[config.mk]
export PLATFORM = sky130hd
export DESIGN_NAME = subpool_buffer_allocator_flat
export DESIGN_NICKNAME = d
export VERILOG_FILES = /design/src/hdl/sba_pkg.sv /design/src/hdl/sba_if.sv /design/src/hdl/sba_link_ram.sv /design/src/hdl/subpool_buffer_allocator.sv /design/src/flat_wrapper.sv
export VERILOG_INCLUDE_DIRS = /design/src /design/src/hdl
export SDC_FILE = /design/constraint.sdc
export NUM_CORES = 2
export LEC_CHECK = 0
export BUFFER_PORTS_ARGS = -buffer_cell sky130_fd_sc_hd__buf_2
export CAP_MARGIN = 20
export CORE_ASPECT_RATIO = 2
export CORE_UTILIZATION = 42
export DETAILED_ROUTE_END_ITERATION = 8
export HOLD_SLACK_MARGIN = 0.06
export RECOVER_POWER = 100
export SYNTH_ARGS = -nofsm -noshare
export SYNTH_HDL_FRONTEND = slang
export SYNTH_SLANG_ARGS = --single-unit
[constraint.sdc]
create_clock -name clock -period 26.1 [get_ports clock]
set_clock_uncertainty 0.1 [all_clocks]
set_input_delay 2.61 -clock clock [delete_from_list [all_inputs] [get_ports clock]]
set_output_delay 2.61 -clock clock [all_outputs]
set_load 0.01 [all_outputs]
[src/hdl/assert_macros.svh]
// Assertion macros shared by the allocator RTL.
// Depends on nothing; included by the top level.
`ifndef ASSERT_MACROS_SVH
`define ASSERT_MACROS_SVH

// Checks that an expression holds at every rising clock edge outside reset.
`define SBA_ASSERT_ALWAYS(name, clk, rst, expr, msg) \
   name: assert property (@(posedge clk) disable iff (rst) (expr)) else $error(msg);

// Checks that a condition implies a consequence in the same cycle.
`define SBA_ASSERT_IMPLIES(name, clk, rst, ante, cons, msg) \
   name: assert property (@(posedge clk) disable iff (rst) (ante) |-> (cons)) else $error(msg);

`endif

[src/hdl/sba_pkg.sv]
// Types, codes and sizes of the subpool buffer allocator.
// Used by the interfaces, the link memory and the top level.
package sba_pkg;

   localparam int unsigned MAX_SUBPOOLS     = 8;
   localparam int unsigned MAX_BUFFERS      = 256;
   localparam int unsigned MAX_BUFFER_BYTES = 65536;

   localparam int unsigned SP_W    = 3;
   localparam int unsigned SPC_W   = 4;
   localparam int unsigned BUF_W   = 8;
   localparam int unsigned CNT_W   = 9;
   localparam int unsigned BYTES_W = 17;
   localparam int unsigned ADDR_W  = 24;
   localparam int unsigned IDX_W   = 2;

   localparam logic [CNT_W-1:0]   INIT_BUFS_RESET = CNT_W'(16);
   localparam logic [BYTES_W-1:0] BUF_BYTES_RESET = BYTES_W'(1024);

   localparam logic [IDX_W-1:0] CSR_INITIAL_BUFS = IDX_W'(0);
   localparam logic [IDX_W-1:0] CSR_BUFFER_BYTES = IDX_W'(1);

   typedef enum logic [2:0] {
      ST_OK           = 3'd0,
      ST_EMPTY        = 3'd1,
      ST_DELETED      = 3'd2,
      ST_INVALID      = 3'd3,
      ST_FULL         = 3'd4,
      ST_INCONSISTENT = 3'd5
   } status_type;

   typedef enum logic [1:0] {
      REQ_ALLOC   = 2'd0,
      REQ_RELEASE = 2'd1,
      REQ_EXPAND  = 2'd2,
      REQ_DELETE  = 2'd3
   } req_kind_type;

   typedef enum logic [5:0] {
      S_IDLE   = 6'b000001,
      S_FILL   = 6'b000010,
      S_SEARCH = 6'b000100,
      S_LINK   = 6'b001000,
      S_REL    = 6'b010000,
      S_RESP   = 6'b100000
   } state_type;

   typedef struct packed {
      logic             en;
      logic [BUF_W-1:0] addr;
      logic [BUF_W-1:0] data;
   } link_wr_type;

endpackage

[src/hdl/sba_if.sv]
// Channel interfaces of the allocator: request, response and register write.
// Depends on sba_pkg for field widths.
interface sba_req_if;
   logic                       valid;
   logic                       ready;
   logic [1:0]                 req_type;
   logic [sba_pkg::BUF_W-1:0]  buf_number;
   logic [sba_pkg::CNT_W-1:0]  add_count;
   modport source (output valid, req_type, buf_number, add_count, input ready);
   modport sink (input valid, req_type, buf_number, add_count, output ready);
endinterface

interface sba_rsp_if;
   logic                        valid;
   logic                        ready;
   logic [2:0]                  status;
   logic [sba_pkg::BUF_W-1:0]   granted_buf;
   logic [sba_pkg::ADDR_W-1:0]  byte_address;
   logic [sba_pkg::SP_W-1:0]    owner_subpool;
   logic [sba_pkg::CNT_W-1:0]   free_total;
   modport source (output valid, status, granted_buf, byte_address, owner_subpool,
                   free_total, input ready);
   modport sink (input valid, status, granted_buf, byte_address, owner_subpool,
                 free_total, output ready);
endinterface

interface sba_csr_if;
   logic                         valid;
   logic                         ready;
   logic [sba_pkg::IDX_W-1:0]    index;
   logic [sba_pkg::BYTES_W-1:0]  wdata;
   modport source (output valid, index, wdata, input ready);
   modport sink (input valid, index, wdata, output ready);
endinterface

[src/hdl/sba_link_ram.sv]
// Free-list link memory: one write port, one read port, registered read data.
// Depends on sba_pkg for sizes and the write struct.
module sba_link_ram (
   input  logic                        clock,
   input  sba_pkg::link_wr_type        wr,
   input  logic [sba_pkg::BUF_W-1:0]   rd_addr,
   output logic [sba_pkg::BUF_W-1:0]   rd_data
);

   logic [sba_pkg::BUF_W-1:0] mem [sba_pkg::MAX_BUFFERS];

   always_ff @(posedge clock) begin
      if (wr.en) begin
         mem[wr.addr] <= wr.data;
      end
      rd_data <= mem[rd_addr];
   end

endmodule

[src/hdl/subpool_buffer_allocator.sv]
// Top level of the subpool buffer allocator: control sequencer and subpool table.
// Depends on sba_pkg, the channel interfaces, sba_link_ram and assert_macros.svh.
//
// The pool holds up to 256 buffers in up to 8 contiguous subpools, each with
// a LIFO free list kept in a link memory. A request transaction on req_chan
// asks to allocate, release, expand or delete; each produces exactly one
// response transaction on rsp_chan. Register writes arrive on csr_chan:
// index 0 sets the first subpool size and reinitializes the pool, index 1
// sets the bytes per buffer.
// Allocate passes through the search, link and response states; the search
// visits one subpool a cycle, and the link state grants the head buffer and
// takes the next head from the registered link memory read. An allocate refused
// on a deleted or empty pool, a delete and a refused expand go straight to the
// response state. Release passes through the release state; expand writes the
// new links in the fill state, one entry a cycle, before the response state.
// After reset and after a write to register 0, the first subpool's links are
// written one per cycle; req_chan.ready stays low.
// One request is in work at a time. A finished response waits in an output
// register while the next request is accepted and processed; the block only
// stalls when a new response is ready and the old one has not been taken.
`include "assert_macros.svh"

module subpool_buffer_allocator (
   input logic      clock,
   input logic      reset,
   sba_req_if.sink  req_chan,
   sba_rsp_if.source rsp_chan,
   sba_csr_if.sink  csr_chan
);

   localparam int unsigned NSP = sba_pkg::MAX_SUBPOOLS;

   sba_pkg::state_type                state_ff, state_in;
   logic [sba_pkg::BYTES_W-1:0]       bytes_ff, bytes_in;
   logic [sba_pkg::BUF_W-1:0]         sub_start_ff [NSP];
   logic [sba_pkg::BUF_W-1:0]         sub_start_in [NSP];
   logic [sba_pkg::CNT_W-1:0]         sub_size_ff [NSP];
   logic [sba_pkg::CNT_W-1:0]         sub_size_in [NSP];
   logic [sba_pkg::CNT_W-1:0]         sub_free_ff [NSP];
   logic [sba_pkg::CNT_W-1:0]         sub_free_in [NSP];
   logic [sba_pkg::BUF_W-1:0]         sub_head_ff [NSP];
   logic [sba_pkg::BUF_W-1:0]         sub_head_in [NSP];
   logic [sba_pkg::SPC_W-1:0]         count_ff, count_in;
   logic [sba_pkg::SP_W-1:0]          hint_ff, hint_in;
   logic [sba_pkg::CNT_W-1:0]         pool_free_ff, pool_free_in;
   logic [sba_pkg::CNT_W-1:0]         pool_size_ff, pool_size_in;
   logic                              deleted_ff, deleted_in;
   logic [sba_pkg::SP_W-1:0]          sel_ff, sel_in;
   logic [sba_pkg::SP_W-1:0]          step_ff, step_in;
   logic [sba_pkg::BUF_W-1:0]         bnum_ff, bnum_in;
   logic [sba_pkg::BUF_W-1:0]         fill_base_ff, fill_base_in;
   logic [sba_pkg::CNT_W-1:0]         fill_idx_ff, fill_idx_in;
   logic [sba_pkg::CNT_W-1:0]         fill_n_ff, fill_n_in;
   logic                              fill_cfg_ff, fill_cfg_in;
   sba_pkg::status_type               res_status_ff, res_status_in;
   logic [sba_pkg::BUF_W-1:0]         res_granted_ff, res_granted_in;
   logic [sba_pkg::ADDR_W-1:0]        res_addr_ff, res_addr_in;
   logic [sba_pkg::SP_W-1:0]          res_owner_ff, res_owner_in;
   logic                              rsp_valid_ff, rsp_valid_in;
   sba_pkg::status_type               rsp_status_ff, rsp_status_in;
   logic [sba_pkg::BUF_W-1:0]         rsp_granted_ff, rsp_granted_in;
   logic [sba_pkg::ADDR_W-1:0]        rsp_addr_ff, rsp_addr_in;
   logic [sba_pkg::SP_W-1:0]          rsp_owner_ff, rsp_owner_in;
   logic [sba_pkg::CNT_W-1:0]         rsp_free_ff, rsp_free_in;

   sba_pkg::link_wr_type              link_wr;
   logic [sba_pkg::BUF_W-1:0]         link_rd_data;
   logic [sba_pkg::BUF_W-1:0]         alloc_buf;
   logic [sba_pkg::BUF_W+sba_pkg::BYTES_W-1:0] alloc_prod;
   logic [sba_pkg::SP_W-1:0]          rel_sel;
   logic                              rel_found;
   logic [sba_pkg::CNT_W-1:0]         add_n;
   logic [sba_pkg::CNT_W:0]           grow_sum;
   logic [sba_pkg::BUF_W-1:0]         fill_addr;
   logic                              fill_last;
   logic [sba_pkg::CNT_W-1:0]         init_n;
   logic [sba_pkg::CNT_W-1:0]         rel_free_new;
   logic [sba_pkg::CNT_W-1:0]         rel_hint_free;
   logic                              req_fire;
   logic                              csr_fire;

   sba_link_ram u_link_ram (
      .clock   (clock),
      .wr      (link_wr),
      .rd_addr (sub_head_ff[sel_ff]),
      .rd_data (link_rd_data)
   );

   assign req_fire = req_chan.valid && req_chan.ready;
   assign csr_fire = csr_chan.valid && csr_chan.ready;

   assign req_chan.ready = (state_ff == sba_pkg::S_IDLE);
   assign csr_chan.ready = 1'b1;

   assign rsp_chan.valid         = rsp_valid_ff;
   assign rsp_chan.status        = rsp_status_ff;
   assign rsp_chan.granted_buf   = rsp_granted_ff;
   assign rsp_chan.byte_address  = rsp_addr_ff;
   assign rsp_chan.owner_subpool = rsp_owner_ff;
   assign rsp_chan.free_total    = rsp_free_ff;

   assign alloc_buf  = sub_head_ff[sel_ff];
   assign alloc_prod = {{sba_pkg::BYTES_W{1'b0}}, alloc_buf}
                     * {{sba_pkg::BUF_W{1'b0}}, bytes_ff};

   assign add_n    = (req_chan.add_count == '0) ? sba_pkg::CNT_W'(1) : req_chan.add_count;
   assign grow_sum = {1'b0, pool_size_ff} + {1'b0, add_n};

   assign fill_addr = fill_base_ff + fill_idx_ff[sba_pkg::BUF_W-1:0];
   assign fill_last = (({1'b0, fill_idx_ff} + (sba_pkg::CNT_W+1)'(1)) == {1'b0, fill_n_ff});

   // The first subpool whose number range holds the released buffer.
   always_comb begin
      rel_sel   = '0;
      rel_found = 1'b0;
      for (int k = NSP - 1; k >= 0; k--) begin
         if ((sba_pkg::SPC_W'(k) < count_ff)
             && (bnum_ff >= sub_start_ff[k])
             && ({2'b00, bnum_ff} < ({2'b00, sub_start_ff[k]} + {1'b0, sub_size_ff[k]}))) begin
            rel_sel   = sba_pkg::SP_W'(k);
            rel_found = 1'b1;
         end
      end
   end

   assign rel_free_new  = sub_free_ff[rel_sel] + sba_pkg::CNT_W'(1);
   assign rel_hint_free = (hint_ff == rel_sel) ? rel_free_new : sub_free_ff[hint_ff];

   always_comb begin
      if (csr_chan.wdata[sba_pkg::CNT_W-1:0] == '0) begin
         init_n = sba_pkg::CNT_W'(1);
      end else if (csr_chan.wdata[sba_pkg::CNT_W-1:0] > sba_pkg::CNT_W'(sba_pkg::MAX_BUFFERS)) begin
         init_n = sba_pkg::CNT_W'(sba_pkg::MAX_BUFFERS);
      end else begin
         init_n = csr_chan.wdata[sba_pkg::CNT_W-1:0];
      end
   end

   always_comb begin
      state_in       = state_ff;
      bytes_in       = bytes_ff;
      sub_start_in   = sub_start_ff;
      sub_size_in    = sub_size_ff;
      sub_free_in    = sub_free_ff;
      sub_head_in    = sub_head_ff;
      count_in       = count_ff;
      hint_in        = hint_ff;
      pool_free_in   = pool_free_ff;
      pool_size_in   = pool_size_ff;
      deleted_in     = deleted_ff;
      sel_in         = sel_ff;
      step_in        = step_ff;
      bnum_in        = bnum_ff;
      fill_base_in   = fill_base_ff;
      fill_idx_in    = fill_idx_ff;
      fill_n_in      = fill_n_ff;
      fill_cfg_in    = fill_cfg_ff;
      res_status_in  = res_status_ff;
      res_granted_in = res_granted_ff;
      res_addr_in    = res_addr_ff;
      res_owner_in   = res_owner_ff;
      rsp_valid_in   = rsp_valid_ff && !rsp_chan.ready;
      rsp_status_in  = rsp_status_ff;
      rsp_granted_in = rsp_granted_ff;
      rsp_addr_in    = rsp_addr_ff;
      rsp_owner_in   = rsp_owner_ff;
      rsp_free_in    = rsp_free_ff;
      link_wr        = '0;

      case (state_ff)
         sba_pkg::S_IDLE: begin
            if (req_fire) begin
               res_status_in  = sba_pkg::ST_OK;
               res_granted_in = '0;
               res_addr_in    = '0;
               res_owner_in   = '0;
               bnum_in        = req_chan.buf_number;
               state_in       = sba_pkg::S_RESP;
               case (req_chan.req_type)
                  sba_pkg::REQ_ALLOC: begin
                     if (deleted_ff) begin
                        res_status_in = sba_pkg::ST_DELETED;
                     end else if (pool_free_ff == '0) begin
                        res_status_in = sba_pkg::ST_EMPTY;
                     end else begin
                        sel_in   = hint_ff;
                        step_in  = '0;
                        state_in = sba_pkg::S_SEARCH;
                     end
                  end
                  sba_pkg::REQ_RELEASE: begin
                     state_in = sba_pkg::S_REL;
                  end
                  sba_pkg::REQ_EXPAND: begin
                     if ((count_ff >= sba_pkg::SPC_W'(NSP))
                         || (grow_sum > (sba_pkg::CNT_W+1)'(sba_pkg::MAX_BUFFERS))) begin
                        res_status_in = sba_pkg::ST_FULL;
                     end else begin
                        sub_start_in[count_ff[sba_pkg::SP_W-1:0]] = pool_size_ff[sba_pkg::BUF_W-1:0];
                        sub_size_in[count_ff[sba_pkg::SP_W-1:0]]  = add_n;
                        sub_free_in[count_ff[sba_pkg::SP_W-1:0]]  = add_n;
                        sub_head_in[count_ff[sba_pkg::SP_W-1:0]]  = pool_size_ff[sba_pkg::BUF_W-1:0];
                        count_in     = count_ff + sba_pkg::SPC_W'(1);
                        pool_size_in = grow_sum[sba_pkg::CNT_W-1:0];
                        pool_free_in = pool_free_ff + add_n;
                        if (add_n > sub_free_ff[hint_ff]) begin
                           hint_in = count_ff[sba_pkg::SP_W-1:0];
                        end
                        res_owner_in = count_ff[sba_pkg::SP_W-1:0];
                        fill_base_in = pool_size_ff[sba_pkg::BUF_W-1:0];
                        fill_idx_in  = '0;
                        fill_n_in    = add_n;
                        fill_cfg_in  = 1'b0;
                        state_in     = sba_pkg::S_FILL;
                     end
                  end
                  sba_pkg::REQ_DELETE: begin
                     deleted_in = 1'b1;
                  end
                  default: begin
                     deleted_in = deleted_ff;
                  end
               endcase
            end
         end
         sba_pkg::S_FILL: begin
            link_wr.en   = 1'b1;
            link_wr.addr = fill_addr;
            link_wr.data = fill_last ? '0 : fill_addr + sba_pkg::BUF_W'(1);
            fill_idx_in  = fill_idx_ff + sba_pkg::CNT_W'(1);
            if (fill_last) begin
               state_in = fill_cfg_ff ? sba_pkg::S_IDLE : sba_pkg::S_RESP;
            end
         end
         sba_pkg::S_SEARCH: begin
            if (sub_free_ff[sel_ff] != '0) begin
               state_in = sba_pkg::S_LINK;
            end else if (({1'b0, step_ff} + sba_pkg::SPC_W'(1)) >= count_ff) begin
               res_status_in = sba_pkg::ST_INCONSISTENT;
               state_in      = sba_pkg::S_RESP;
            end else begin
               step_in = step_ff + sba_pkg::SP_W'(1);
               sel_in  = (sel_ff == '0) ? sba_pkg::SP_W'(count_ff - sba_pkg::SPC_W'(1))
                                        : sel_ff - sba_pkg::SP_W'(1);
            end
         end
         sba_pkg::S_LINK: begin
            sub_head_in[sel_ff] = link_rd_data;
            sub_free_in[sel_ff] = sub_free_ff[sel_ff] - sba_pkg::CNT_W'(1);
            pool_free_in        = pool_free_ff - sba_pkg::CNT_W'(1);
            hint_in             = sel_ff;
            res_granted_in      = alloc_buf;
            res_addr_in         = alloc_prod[sba_pkg::ADDR_W-1:0];
            res_owner_in        = sel_ff;
            state_in            = sba_pkg::S_RESP;
         end
         sba_pkg::S_REL: begin
            state_in = sba_pkg::S_RESP;
            if (!rel_found || ({1'b0, bnum_ff} >= pool_size_ff)) begin
               res_status_in = sba_pkg::ST_INVALID;
            end else if (sub_free_ff[rel_sel] >= sub_size_ff[rel_sel]) begin
               res_status_in = sba_pkg::ST_INCONSISTENT;
            end else begin
               link_wr.en           = 1'b1;
               link_wr.addr         = bnum_ff;
               link_wr.data         = sub_head_ff[rel_sel];
               sub_head_in[rel_sel] = bnum_ff;
               sub_free_in[rel_sel] = rel_free_new;
               pool_free_in         = pool_free_ff + sba_pkg::CNT_W'(1);
               if (rel_free_new > rel_hint_free) begin
                  hint_in = rel_sel;
               end
               res_owner_in = rel_sel;
            end
         end
         sba_pkg::S_RESP: begin
            if (!rsp_valid_ff || rsp_chan.ready) begin
               rsp_valid_in   = 1'b1;
               rsp_status_in  = res_status_ff;
               rsp_granted_in = res_granted_ff;
               rsp_addr_in    = res_addr_ff;
               rsp_owner_in   = res_owner_ff;
               rsp_free_in    = pool_free_ff;
               state_in       = sba_pkg::S_IDLE;
            end
         end
         default: begin
            state_in = sba_pkg::S_IDLE;
         end
      endcase

      if (csr_fire && (csr_chan.index == sba_pkg::CSR_BUFFER_BYTES)) begin
         if (csr_chan.wdata == '0) begin
            bytes_in = sba_pkg::BYTES_W'(1);
         end else if (csr_chan.wdata > sba_pkg::BYTES_W'(sba_pkg::MAX_BUFFER_BYTES)) begin
            bytes_in = sba_pkg::BYTES_W'(sba_pkg::MAX_BUFFER_BYTES);
         end else begin
            bytes_in = csr_chan.wdata;
         end
      end

      if (csr_fire && (csr_chan.index == sba_pkg::CSR_INITIAL_BUFS)) begin
         for (int k = 0; k < NSP; k++) begin
            sub_start_in[k] = '0;
            sub_size_in[k]  = '0;
            sub_free_in[k]  = '0;
            sub_head_in[k]  = '0;
         end
         sub_size_in[0] = init_n;
         sub_free_in[0] = init_n;
         count_in       = sba_pkg::SPC_W'(1);
         hint_in        = '0;
         pool_free_in   = init_n;
         pool_size_in   = init_n;
         deleted_in     = 1'b0;
         fill_base_in   = '0;
         fill_idx_in    = '0;
         fill_n_in      = init_n;
         fill_cfg_in    = 1'b1;
         state_in       = sba_pkg::S_FILL;
      end
   end

   always_ff @(posedge clock) begin
      if (reset) begin
         state_ff     <= sba_pkg::S_FILL;
         bytes_ff     <= sba_pkg::BUF_BYTES_RESET;
         for (int k = 0; k < NSP; k++) begin
            sub_start_ff[k] <= '0;
            sub_size_ff[k]  <= '0;
            sub_free_ff[k]  <= '0;
            sub_head_ff[k]  <= '0;
         end
         sub_size_ff[0] <= sba_pkg::INIT_BUFS_RESET;
         sub_free_ff[0] <= sba_pkg::INIT_BUFS_RESET;
         count_ff       <= sba_pkg::SPC_W'(1);
         hint_ff        <= '0;
         pool_free_ff   <= sba_pkg::INIT_BUFS_RESET;
         pool_size_ff   <= sba_pkg::INIT_BUFS_RESET;
         deleted_ff     <= 1'b0;
         fill_base_ff   <= '0;
         fill_idx_ff    <= '0;
         fill_n_ff      <= sba_pkg::INIT_BUFS_RESET;
         fill_cfg_ff    <= 1'b1;
         sel_ff         <= '0;
         step_ff        <= '0;
         rsp_valid_ff   <= 1'b0;
      end else begin
         state_ff     <= state_in;
         bytes_ff     <= bytes_in;
         sub_start_ff <= sub_start_in;
         sub_size_ff  <= sub_size_in;
         sub_free_ff  <= sub_free_in;
         sub_head_ff  <= sub_head_in;
         count_ff     <= count_in;
         hint_ff      <= hint_in;
         pool_free_ff <= pool_free_in;
         pool_size_ff <= pool_size_in;
         deleted_ff   <= deleted_in;
         fill_base_ff <= fill_base_in;
         fill_idx_ff  <= fill_idx_in;
         fill_n_ff    <= fill_n_in;
         fill_cfg_ff  <= fill_cfg_in;
         sel_ff       <= sel_in;
         step_ff      <= step_in;
         rsp_valid_ff <= rsp_valid_in;
      end
   end

   always_ff @(posedge clock) begin
      bnum_ff        <= bnum_in;
      res_status_ff  <= res_status_in;
      res_granted_ff <= res_granted_in;
      res_addr_ff    <= res_addr_in;
      res_owner_ff   <= res_owner_in;
      rsp_status_ff  <= rsp_status_in;
      rsp_granted_ff <= rsp_granted_in;
      rsp_addr_ff    <= rsp_addr_in;
      rsp_owner_ff   <= rsp_owner_in;
      rsp_free_ff    <= rsp_free_in;
   end

   `SBA_ASSERT_ALWAYS(a_hint_in_range, clock, reset, ({1'b0, hint_ff} < count_ff), "hint subpool beyond subpool count")
   `SBA_ASSERT_ALWAYS(a_free_le_size, clock, reset, (pool_free_ff <= pool_size_ff), "free buffers exceed pool size")
   `SBA_ASSERT_ALWAYS(a_count_range, clock, reset, ((count_ff != '0) && (count_ff <= sba_pkg::SPC_W'(NSP))), "subpool count out of range")
   `SBA_ASSERT_IMPLIES(a_fill_bound, clock, reset, (state_ff == sba_pkg::S_FILL), (fill_idx_ff < fill_n_ff), "link fill ran past its run")

endmodule
[src/flat_wrapper.sv]
// flat-port wrapper written by rule: the top's interface ports become plain ports
module subpool_buffer_allocator_flat 
  (clock, reset, req_chan_valid, req_chan_req_type, req_chan_buf_number, req_chan_add_count, req_chan_ready, rsp_chan_valid, rsp_chan_status, rsp_chan_granted_buf, rsp_chan_byte_address, rsp_chan_owner_subpool, rsp_chan_free_total, rsp_chan_ready, csr_chan_valid, csr_chan_index, csr_chan_wdata, csr_chan_ready);
  sba_req_if req_chan_i ();
  sba_rsp_if rsp_chan_i ();
  sba_csr_if csr_chan_i ();
  input logic clock;
  input logic reset;
  input wire logic [$bits(req_chan_i.valid)-1:0] req_chan_valid;
  input wire logic [$bits(req_chan_i.req_type)-1:0] req_chan_req_type;
  input wire logic [$bits(req_chan_i.buf_number)-1:0] req_chan_buf_number;
  input wire logic [$bits(req_chan_i.add_count)-1:0] req_chan_add_count;
  output wire logic [$bits(req_chan_i.ready)-1:0] req_chan_ready;
  output wire logic [$bits(rsp_chan_i.valid)-1:0] rsp_chan_valid;
  output wire logic [$bits(rsp_chan_i.status)-1:0] rsp_chan_status;
  output wire logic [$bits(rsp_chan_i.granted_buf)-1:0] rsp_chan_granted_buf;
  output wire logic [$bits(rsp_chan_i.byte_address)-1:0] rsp_chan_byte_address;
  output wire logic [$bits(rsp_chan_i.owner_subpool)-1:0] rsp_chan_owner_subpool;
  output wire logic [$bits(rsp_chan_i.free_total)-1:0] rsp_chan_free_total;
  input wire logic [$bits(rsp_chan_i.ready)-1:0] rsp_chan_ready;
  input wire logic [$bits(csr_chan_i.valid)-1:0] csr_chan_valid;
  input wire logic [$bits(csr_chan_i.index)-1:0] csr_chan_index;
  input wire logic [$bits(csr_chan_i.wdata)-1:0] csr_chan_wdata;
  output wire logic [$bits(csr_chan_i.ready)-1:0] csr_chan_ready;
  assign req_chan_i.valid = req_chan_valid;
  assign req_chan_i.req_type = req_chan_req_type;
  assign req_chan_i.buf_number = req_chan_buf_number;
  assign req_chan_i.add_count = req_chan_add_count;
  assign req_chan_ready = req_chan_i.ready;
  assign rsp_chan_valid = rsp_chan_i.valid;
  assign rsp_chan_status = rsp_chan_i.status;
  assign rsp_chan_granted_buf = rsp_chan_i.granted_buf;
  assign rsp_chan_byte_address = rsp_chan_i.byte_address;
  assign rsp_chan_owner_subpool = rsp_chan_i.owner_subpool;
  assign rsp_chan_free_total = rsp_chan_i.free_total;
  assign rsp_chan_i.ready = rsp_chan_ready;
  assign csr_chan_i.valid = csr_chan_valid;
  assign csr_chan_i.index = csr_chan_index;
  assign csr_chan_i.wdata = csr_chan_wdata;
  assign csr_chan_ready = csr_chan_i.ready;
  subpool_buffer_allocator u_core (.clock(clock), .reset(reset), .req_chan(req_chan_i), .rsp_chan(rsp_chan_i), .csr_chan(csr_chan_i));
endmodule
# After elaboration in Yosys (flattened, before gate mapping)
# Memories as Yosys holds them, arrays and structs flattened. A register that Yosys moved wholly into a read port is not among the register bits.
# Index checks and enable logic that the tools add are counted.
# Widths: inputs -> output; s select.
dict set report word_totals {
  reg_bits 448
  rom_bits 0
  word_cells 384
  mem_count 1
  latch_bits 0
  input_bits 43
  ramBits 2048
  output_inout_bits 50
}
dict set report op_classes {
  n_eq_ne 35
  bitwise 5
  n_mul 1
  div 0
  n_reduce_logical 62
  n_lt_le_gt_ge 40
  addsub 23
  n_shift 0
  mux 161
}
# name words word_bits read_ports rd_clocked_by_memory_dff wr line
set memory_table {}
lappend memory_table {u_core.u_link_ram.mem 256 8 1 1 1 sba_link_ram.sv:10} ;# logic [sba_pkg::BUF_W-1:0] mem [sba_pkg::MAX_BUFFERS];
# operator n
set op_table {}
lappend op_table {{$mux 72} 11}
lappend op_table {{$mux 64} 5}
lappend op_table {{$mux 9} 34}
lappend op_table {{$bwmux 72} 4}
lappend op_table {{$bwmux 64} 4}
lappend op_table {{$pmux 72 s3} 1}
lappend op_table {{$pmux 64 s3} 1}
lappend op_table {{$mux 3} 40}
lappend op_table {{$bmux 9 s3} 4}
lappend op_table {{$demux 9 s3} 3}
lappend op_table {{$add 8x9->10} 8}
lappend op_table {{$lt 8x10->1} 8}
lappend op_table {{$demux 8 s3} 3}
lappend op_table {{$mux 8} 9}
lappend op_table {{$mux 17} 4}
lappend op_table {{$ge 8x8->1} 8}
lappend op_table {{$mux 6} 9}
lappend op_table {{$bmux 8 s3} 2}
lappend op_table {{$pmux 24 s2} 1}
lappend op_table {{$pmux 17 s2} 1}
lappend op_table {{$pmux 6 s5} 1}
lappend op_table {{$add 9x1->9 const B} 3}
lappend op_table {{$logic_not 9->1} 3}
lappend op_table {{$pmux 3 s3} 3}
lappend op_table {{64 further kinds} 157}

# Depth between registers and ports, before layout
dict set report logic_depth {
  word_depth 22
  mapped_depth 40
  mapped_depth_nobuf 37
}

# Cells and area by module
# From an unflattened synthesis, not the netlist that was laid out.
dict set report unflattened {
  hier_cells 8051
  hier_area_um2 114073.2
}
# mod area_each_um2 instances seq_area_each_um2 cells_per_inst
set by_module_without_submodules {}
lappend by_module_without_submodules {sba_link_ram 79556.3 1 61659.1 3733}
lappend by_module_without_submodules {subpool_buffer_allocator 34516.9 1 9899.5 4318}

# Worst setup path before layout
# No wires, ideal clock.
dict set report synth_path {
  path_type {flip-flop to flip-flop}
  from {register u_core.sub_size_ff[0] (netlist name)}
  to {memory u_core.u_link_ram.mem[0][3] (netlist name), data pin}
  stages_incl_launch_ff 33
  n_path_buf 3
  setup_ns 2.237
  arrival_time_ns 16.935
  slack_ns 6.828
  t_required_ns 23.763
  period_less_slack_ns 19.272
  cell_sequence {dfxtp_1 -> ha_1 -> inv_1 -> fa_1 -> nor2b_1 -> o31a_1 -> o22ai_1 -> xor2_1 -> ha_1 -> o21ai_0 -> a2111oi_2 -> nand3_1 -> o311ai_1 -> o211a_1 -> o22ai_2 -> nand2_1 -> buf_2 -> buf_1 -> nand2_1 -> a32o_1 -> nor4_1 -> ha_1 -> nand2b_1 -> a21o_1 -> a21oi_1 -> nor2b_1 -> o21ai_0 -> a21o_1 -> a21oi_1 -> nor4_2 -> clkbuf_1 -> o21ai_0 -> o31ai_1}
}
# element line
set synth_lines {}
lappend synth_lines {{start: declaration} subpool_buffer_allocator.sv:37} ;# logic [sba_pkg::CNT_W-1:0] sub_size_ff [NSP];
lappend synth_lines {{start signal: assignment} subpool_buffer_allocator.sv:352} ;# sub_size_ff <= sub_size_in;
lappend synth_lines {{end: declaration} sba_link_ram.sv:10}

==> flow_summary.toml <==
[outcome]
violations = "design-rule violations, max-capacitance violations, max-slew violations"
status = "complete, but fails checks"

[min_path]
hold_path_depth = 0
hold_start = "u_core.res_addr_ff[1]$_SDFFCE_PN0P_"
hold_end = "u_core.rsp_chan.byte_address[1]$_DFFE_PP_"
hp-class = "flip-flop to flip-flop"

[floorplanning]
pin_count = 93
core_area_um2 = 278400
fp.dieH_um = 750.0
die-area_um2 = 282000
initial_utilization_pct = 42.21
die_width_um = 376.0
row_count = 274

[worst_setup_path]
critPathKind = "flip-flop to flip-flop"
critPathArrivalTime_ns = 17.51
crit_cells = 34
slowest_stage = "clkbuf_1"
cp_max_fo = 66
required_ns = 26.58
cp.buffers_inverters = 6
path_common_cell = "a21oi_1"
max_stage_delay_ns = 3.00
reg2reg_to = "u_core.u_link_ram.mem[0][3]$_DFFE_PP_"
start_kind = "flip-flop"
crit_path_end_kind = "flip-flop"
rrSetupSlack_ns = 9.08
cpLargestDelayFamily = "buffers and inverters"
reg2reg_from = "u_core.sub_size_ff[27]$_SDFFE_PP0P_"
r2r.worst_path.cells = 34

[flow_run]
drv_cap = 52

[timing]
setup_tns_ns = 0
period_share_pct = 65.22
timing.final.hold_violations = 0
layout_setup_ws_ns = 9.078
rsz0062_at_grt = "false"
holdWs_ns = 0.3186
relSlewSlack_pct = -196.7
period_needed_ns = 17.02
setup_viol = 0
max_freq_mhz = 58.75
worstMarginPinSlew_ns = 4.451
drv_slew = 2149

[clock_tree]
cts_sinks = 2504
post_cts_resized = 0
postCtsSetupRepairBufs = 0
cts_buffer_depth = 4
clkLatencyLatePin_ns = 0.90
cts_made_buffers = 219
cts_root_buffer = "clkbuf_16"
cts_tree = "built"
clk_pin_slew_ns = 0.07
htreeDepth = 4
ctsHoldBuffers = 0

[pwr]
power.density_nw_per_um2 = 64.30
leakagePower_nw = 44.02
ir_drop_v = 0.00006951

[place]
port_buffers = 91
dpl_worst_slack_ns = 15.06
dpl_cell_area_um2 = 122300
place_congestion = 1.058
hpwlAfterDp_um = 293900
dp_cells = 14250

[detailed_routing]
drc_errors = 10
drtIter0Drc = 9491
via_per_inst = 6.121
drt-total-wl_um = 448900
avgRoutedWirePerCell_um = 30.61
vias = 89770
ant_nets = 0
dr.pass1.iters = 9

[synth]
ys_seq_area_share_pct = 60.90
yosys.area.top_type = "edfxtp_1"
synth.most_common_cell = "nand2_1"
synth-async-reset-ratio_pct = 0
synthFlopType = "edfxtp_1"
synth_area_um2 = 117500
yosys_warnings = 0
yosysTopAreaCellShare_pct = 54.71
synth.area.top_cells = "edfxtp_1 (55%), nand2_1 (8.9%), dfxtp_1 (6.2%)"
synth.net_count = 11380
synth-edff-count = 2141
synth_cells = 10940
ys_ff_latch = 2504
synth_cell_types = 113
synth_area_per_cell_um2 = 10.75
yosys-top-cells-count = "nand2_1 (2783), edfxtp_1 (2141), nand3_1 (1082)"

[layout]
seqCellArea_um2 = 71560
fillers = 25550
area_delta_synth_final_pct = 9.825
multiInputGateArea_um2 = 42410
drive_above_1_share_pct = 6.327
instances_no_fill = 14670
finalNetCount = 11190
stdcell_area_um2 = 129100

[global_routing]
grt_max_degree = 221
gr-total-overflow = 0
grt_pass1_vias = 88340
antenna_found_initial = 25
grt_pass1_wl_um = 632600
grtUsageTotal_pct = 31.26
[area by class of cell]
class / count / area share (%)
clock inverter: 132 / 1.107
multi-input combinational: 7443 / 32.86
timing repair buffer: 358 / 1.839
sequential: 2504 / 55.45
inverter: 225 / 0.6544
antenna: 18 / 0.03490
tap: 3726 / 3.612
clock buffer: 259 / 4.436
[worst max path at each step]
stage | startpoint | to | slack [ns]
floorplan | u_core.sub_size_ff[0]$_SDFFE_PP0P_ | u_core.u_link_ram.mem[0][3]$_DFFE_PP_ | 6.83
global placement | u_core.sub_size_ff[1]$_SDFFE_PP0P_ | u_core.sub_free_ff[49]$_SDFFE_PP0P_ | 14.80
detailed placement | u_core.sub_size_ff[27]$_SDFFE_PP0P_ | u_core.u_link_ram.mem[29][3]$_DFFE_PP_ | 15.06
CTS | u_core.sub_size_ff[27]$_SDFFE_PP0P_ | u_core.u_link_ram.mem[29][3]$_DFFE_PP_ | 15.05
global route | u_core.sub_size_ff[27]$_SDFFE_PP0P_ | u_core.u_link_ram.mem[90][2]$_DFFE_PP_ | 8.57
finish | u_core.sub_size_ff[27]$_SDFFE_PP0P_ | u_core.u_link_ram.mem[0][3]$_DFFE_PP_ | 9.08
[placed cells by master, fill, tap and decap left out, types with 37 or more instances in the layout]
cell       netlist  layout
a211oi_1       101     101
a21o_1          61      61
a21oi_1        513     513
a222oi_1        39      39
a22oi_1         47      47
a311oi_1       390     382
a31oi_1         48      48
and2_1          82      75
and3_1         165     164
buf_2           25      37
buf_4            1     183
clkbuf_1       681     153
clkbuf_16        0     223
clkinv_1         2      41
dfxtp_1        363     360
edfxtp_1      2141    2141
fa_1           100     100
ha_1           298     298
inv_1          223     223
mux2i_1         56      56
nand2_1       2783    2776
nand2b_1        50      50
nand3_1       1082    1081
nor2_1         615     608
nor3_1          87      83
o21ai_0        237     239
o22ai_1         79      79
xnor2_1         58      58
xor2_1          57      57
[flip-flops by register name, indices dropped and copies added, names as in the netlist, 8 cells and up]
register                      count
u_core.bnum_ff                    8
u_core.sub_head_ff               64
u_core.sub_size_ff               72
u_core.fill_n_ff                  9
u_core.fill_base_ff               8
u_core.pool_free_ff               9
u_core.rsp_chan.free_total        9
u_core.sub_start_ff              64
u_core.u_link_ram.rd_data         8
u_core.res_granted_ff             8
u_core.pool_size_ff               9
u_core.rsp_chan.granted_buf       8
u_core.bytes_ff                  17
u_core.sub_free_ff               72
u_core.fill_idx_ff                9
u_core.u_link_ram.mem          2048
u_core.rsp_chan.byte_address     24
u_core.res_addr_ff               24
[cells by family after synthesis]
kind of cell	after synthesis	synth area share, %
flip-flops	2504	60.90
multiplexers	89	0.9817
AND/OR/NAND/NOR	5016	18.34
AO/OA/AOI/OAI	1818	10.74
other	1	0.003191
buffers and inverters	989	3.196
XOR/XNOR	120	0.9551
adder cells (fa/ha/maj)	399	4.885
[stage by stage]
stage / power, W / util (%)
CTS: 0.008314 / 46.49
floorplan: 0.004822 / -
finish: 0.008298 / 46.36
global placement: 0.005003 / 43.89
global route: 0.008468 / 46.35
detailed placement: 0.005010 / 43.92
[where the power goes]
group          switching (W)  internal [W]  total, W
clock                0.00151       0.00184   0.00336
sequential         0.0000358       0.00445   0.00449
combinational       0.000379     0.0000742  0.000453
total                0.00193       0.00637   0.00830
[routing by layer]
layer  routed length (µm)  up-vias  track usage (%)
li1                     -    39290                -
met1               142700    44230            30.86
met2               225300     4468            54.62
met3                29140     1772            5.588
met4                51600       14            30.34
met5                  112        -                0
(Power assumes the default switching activity.)
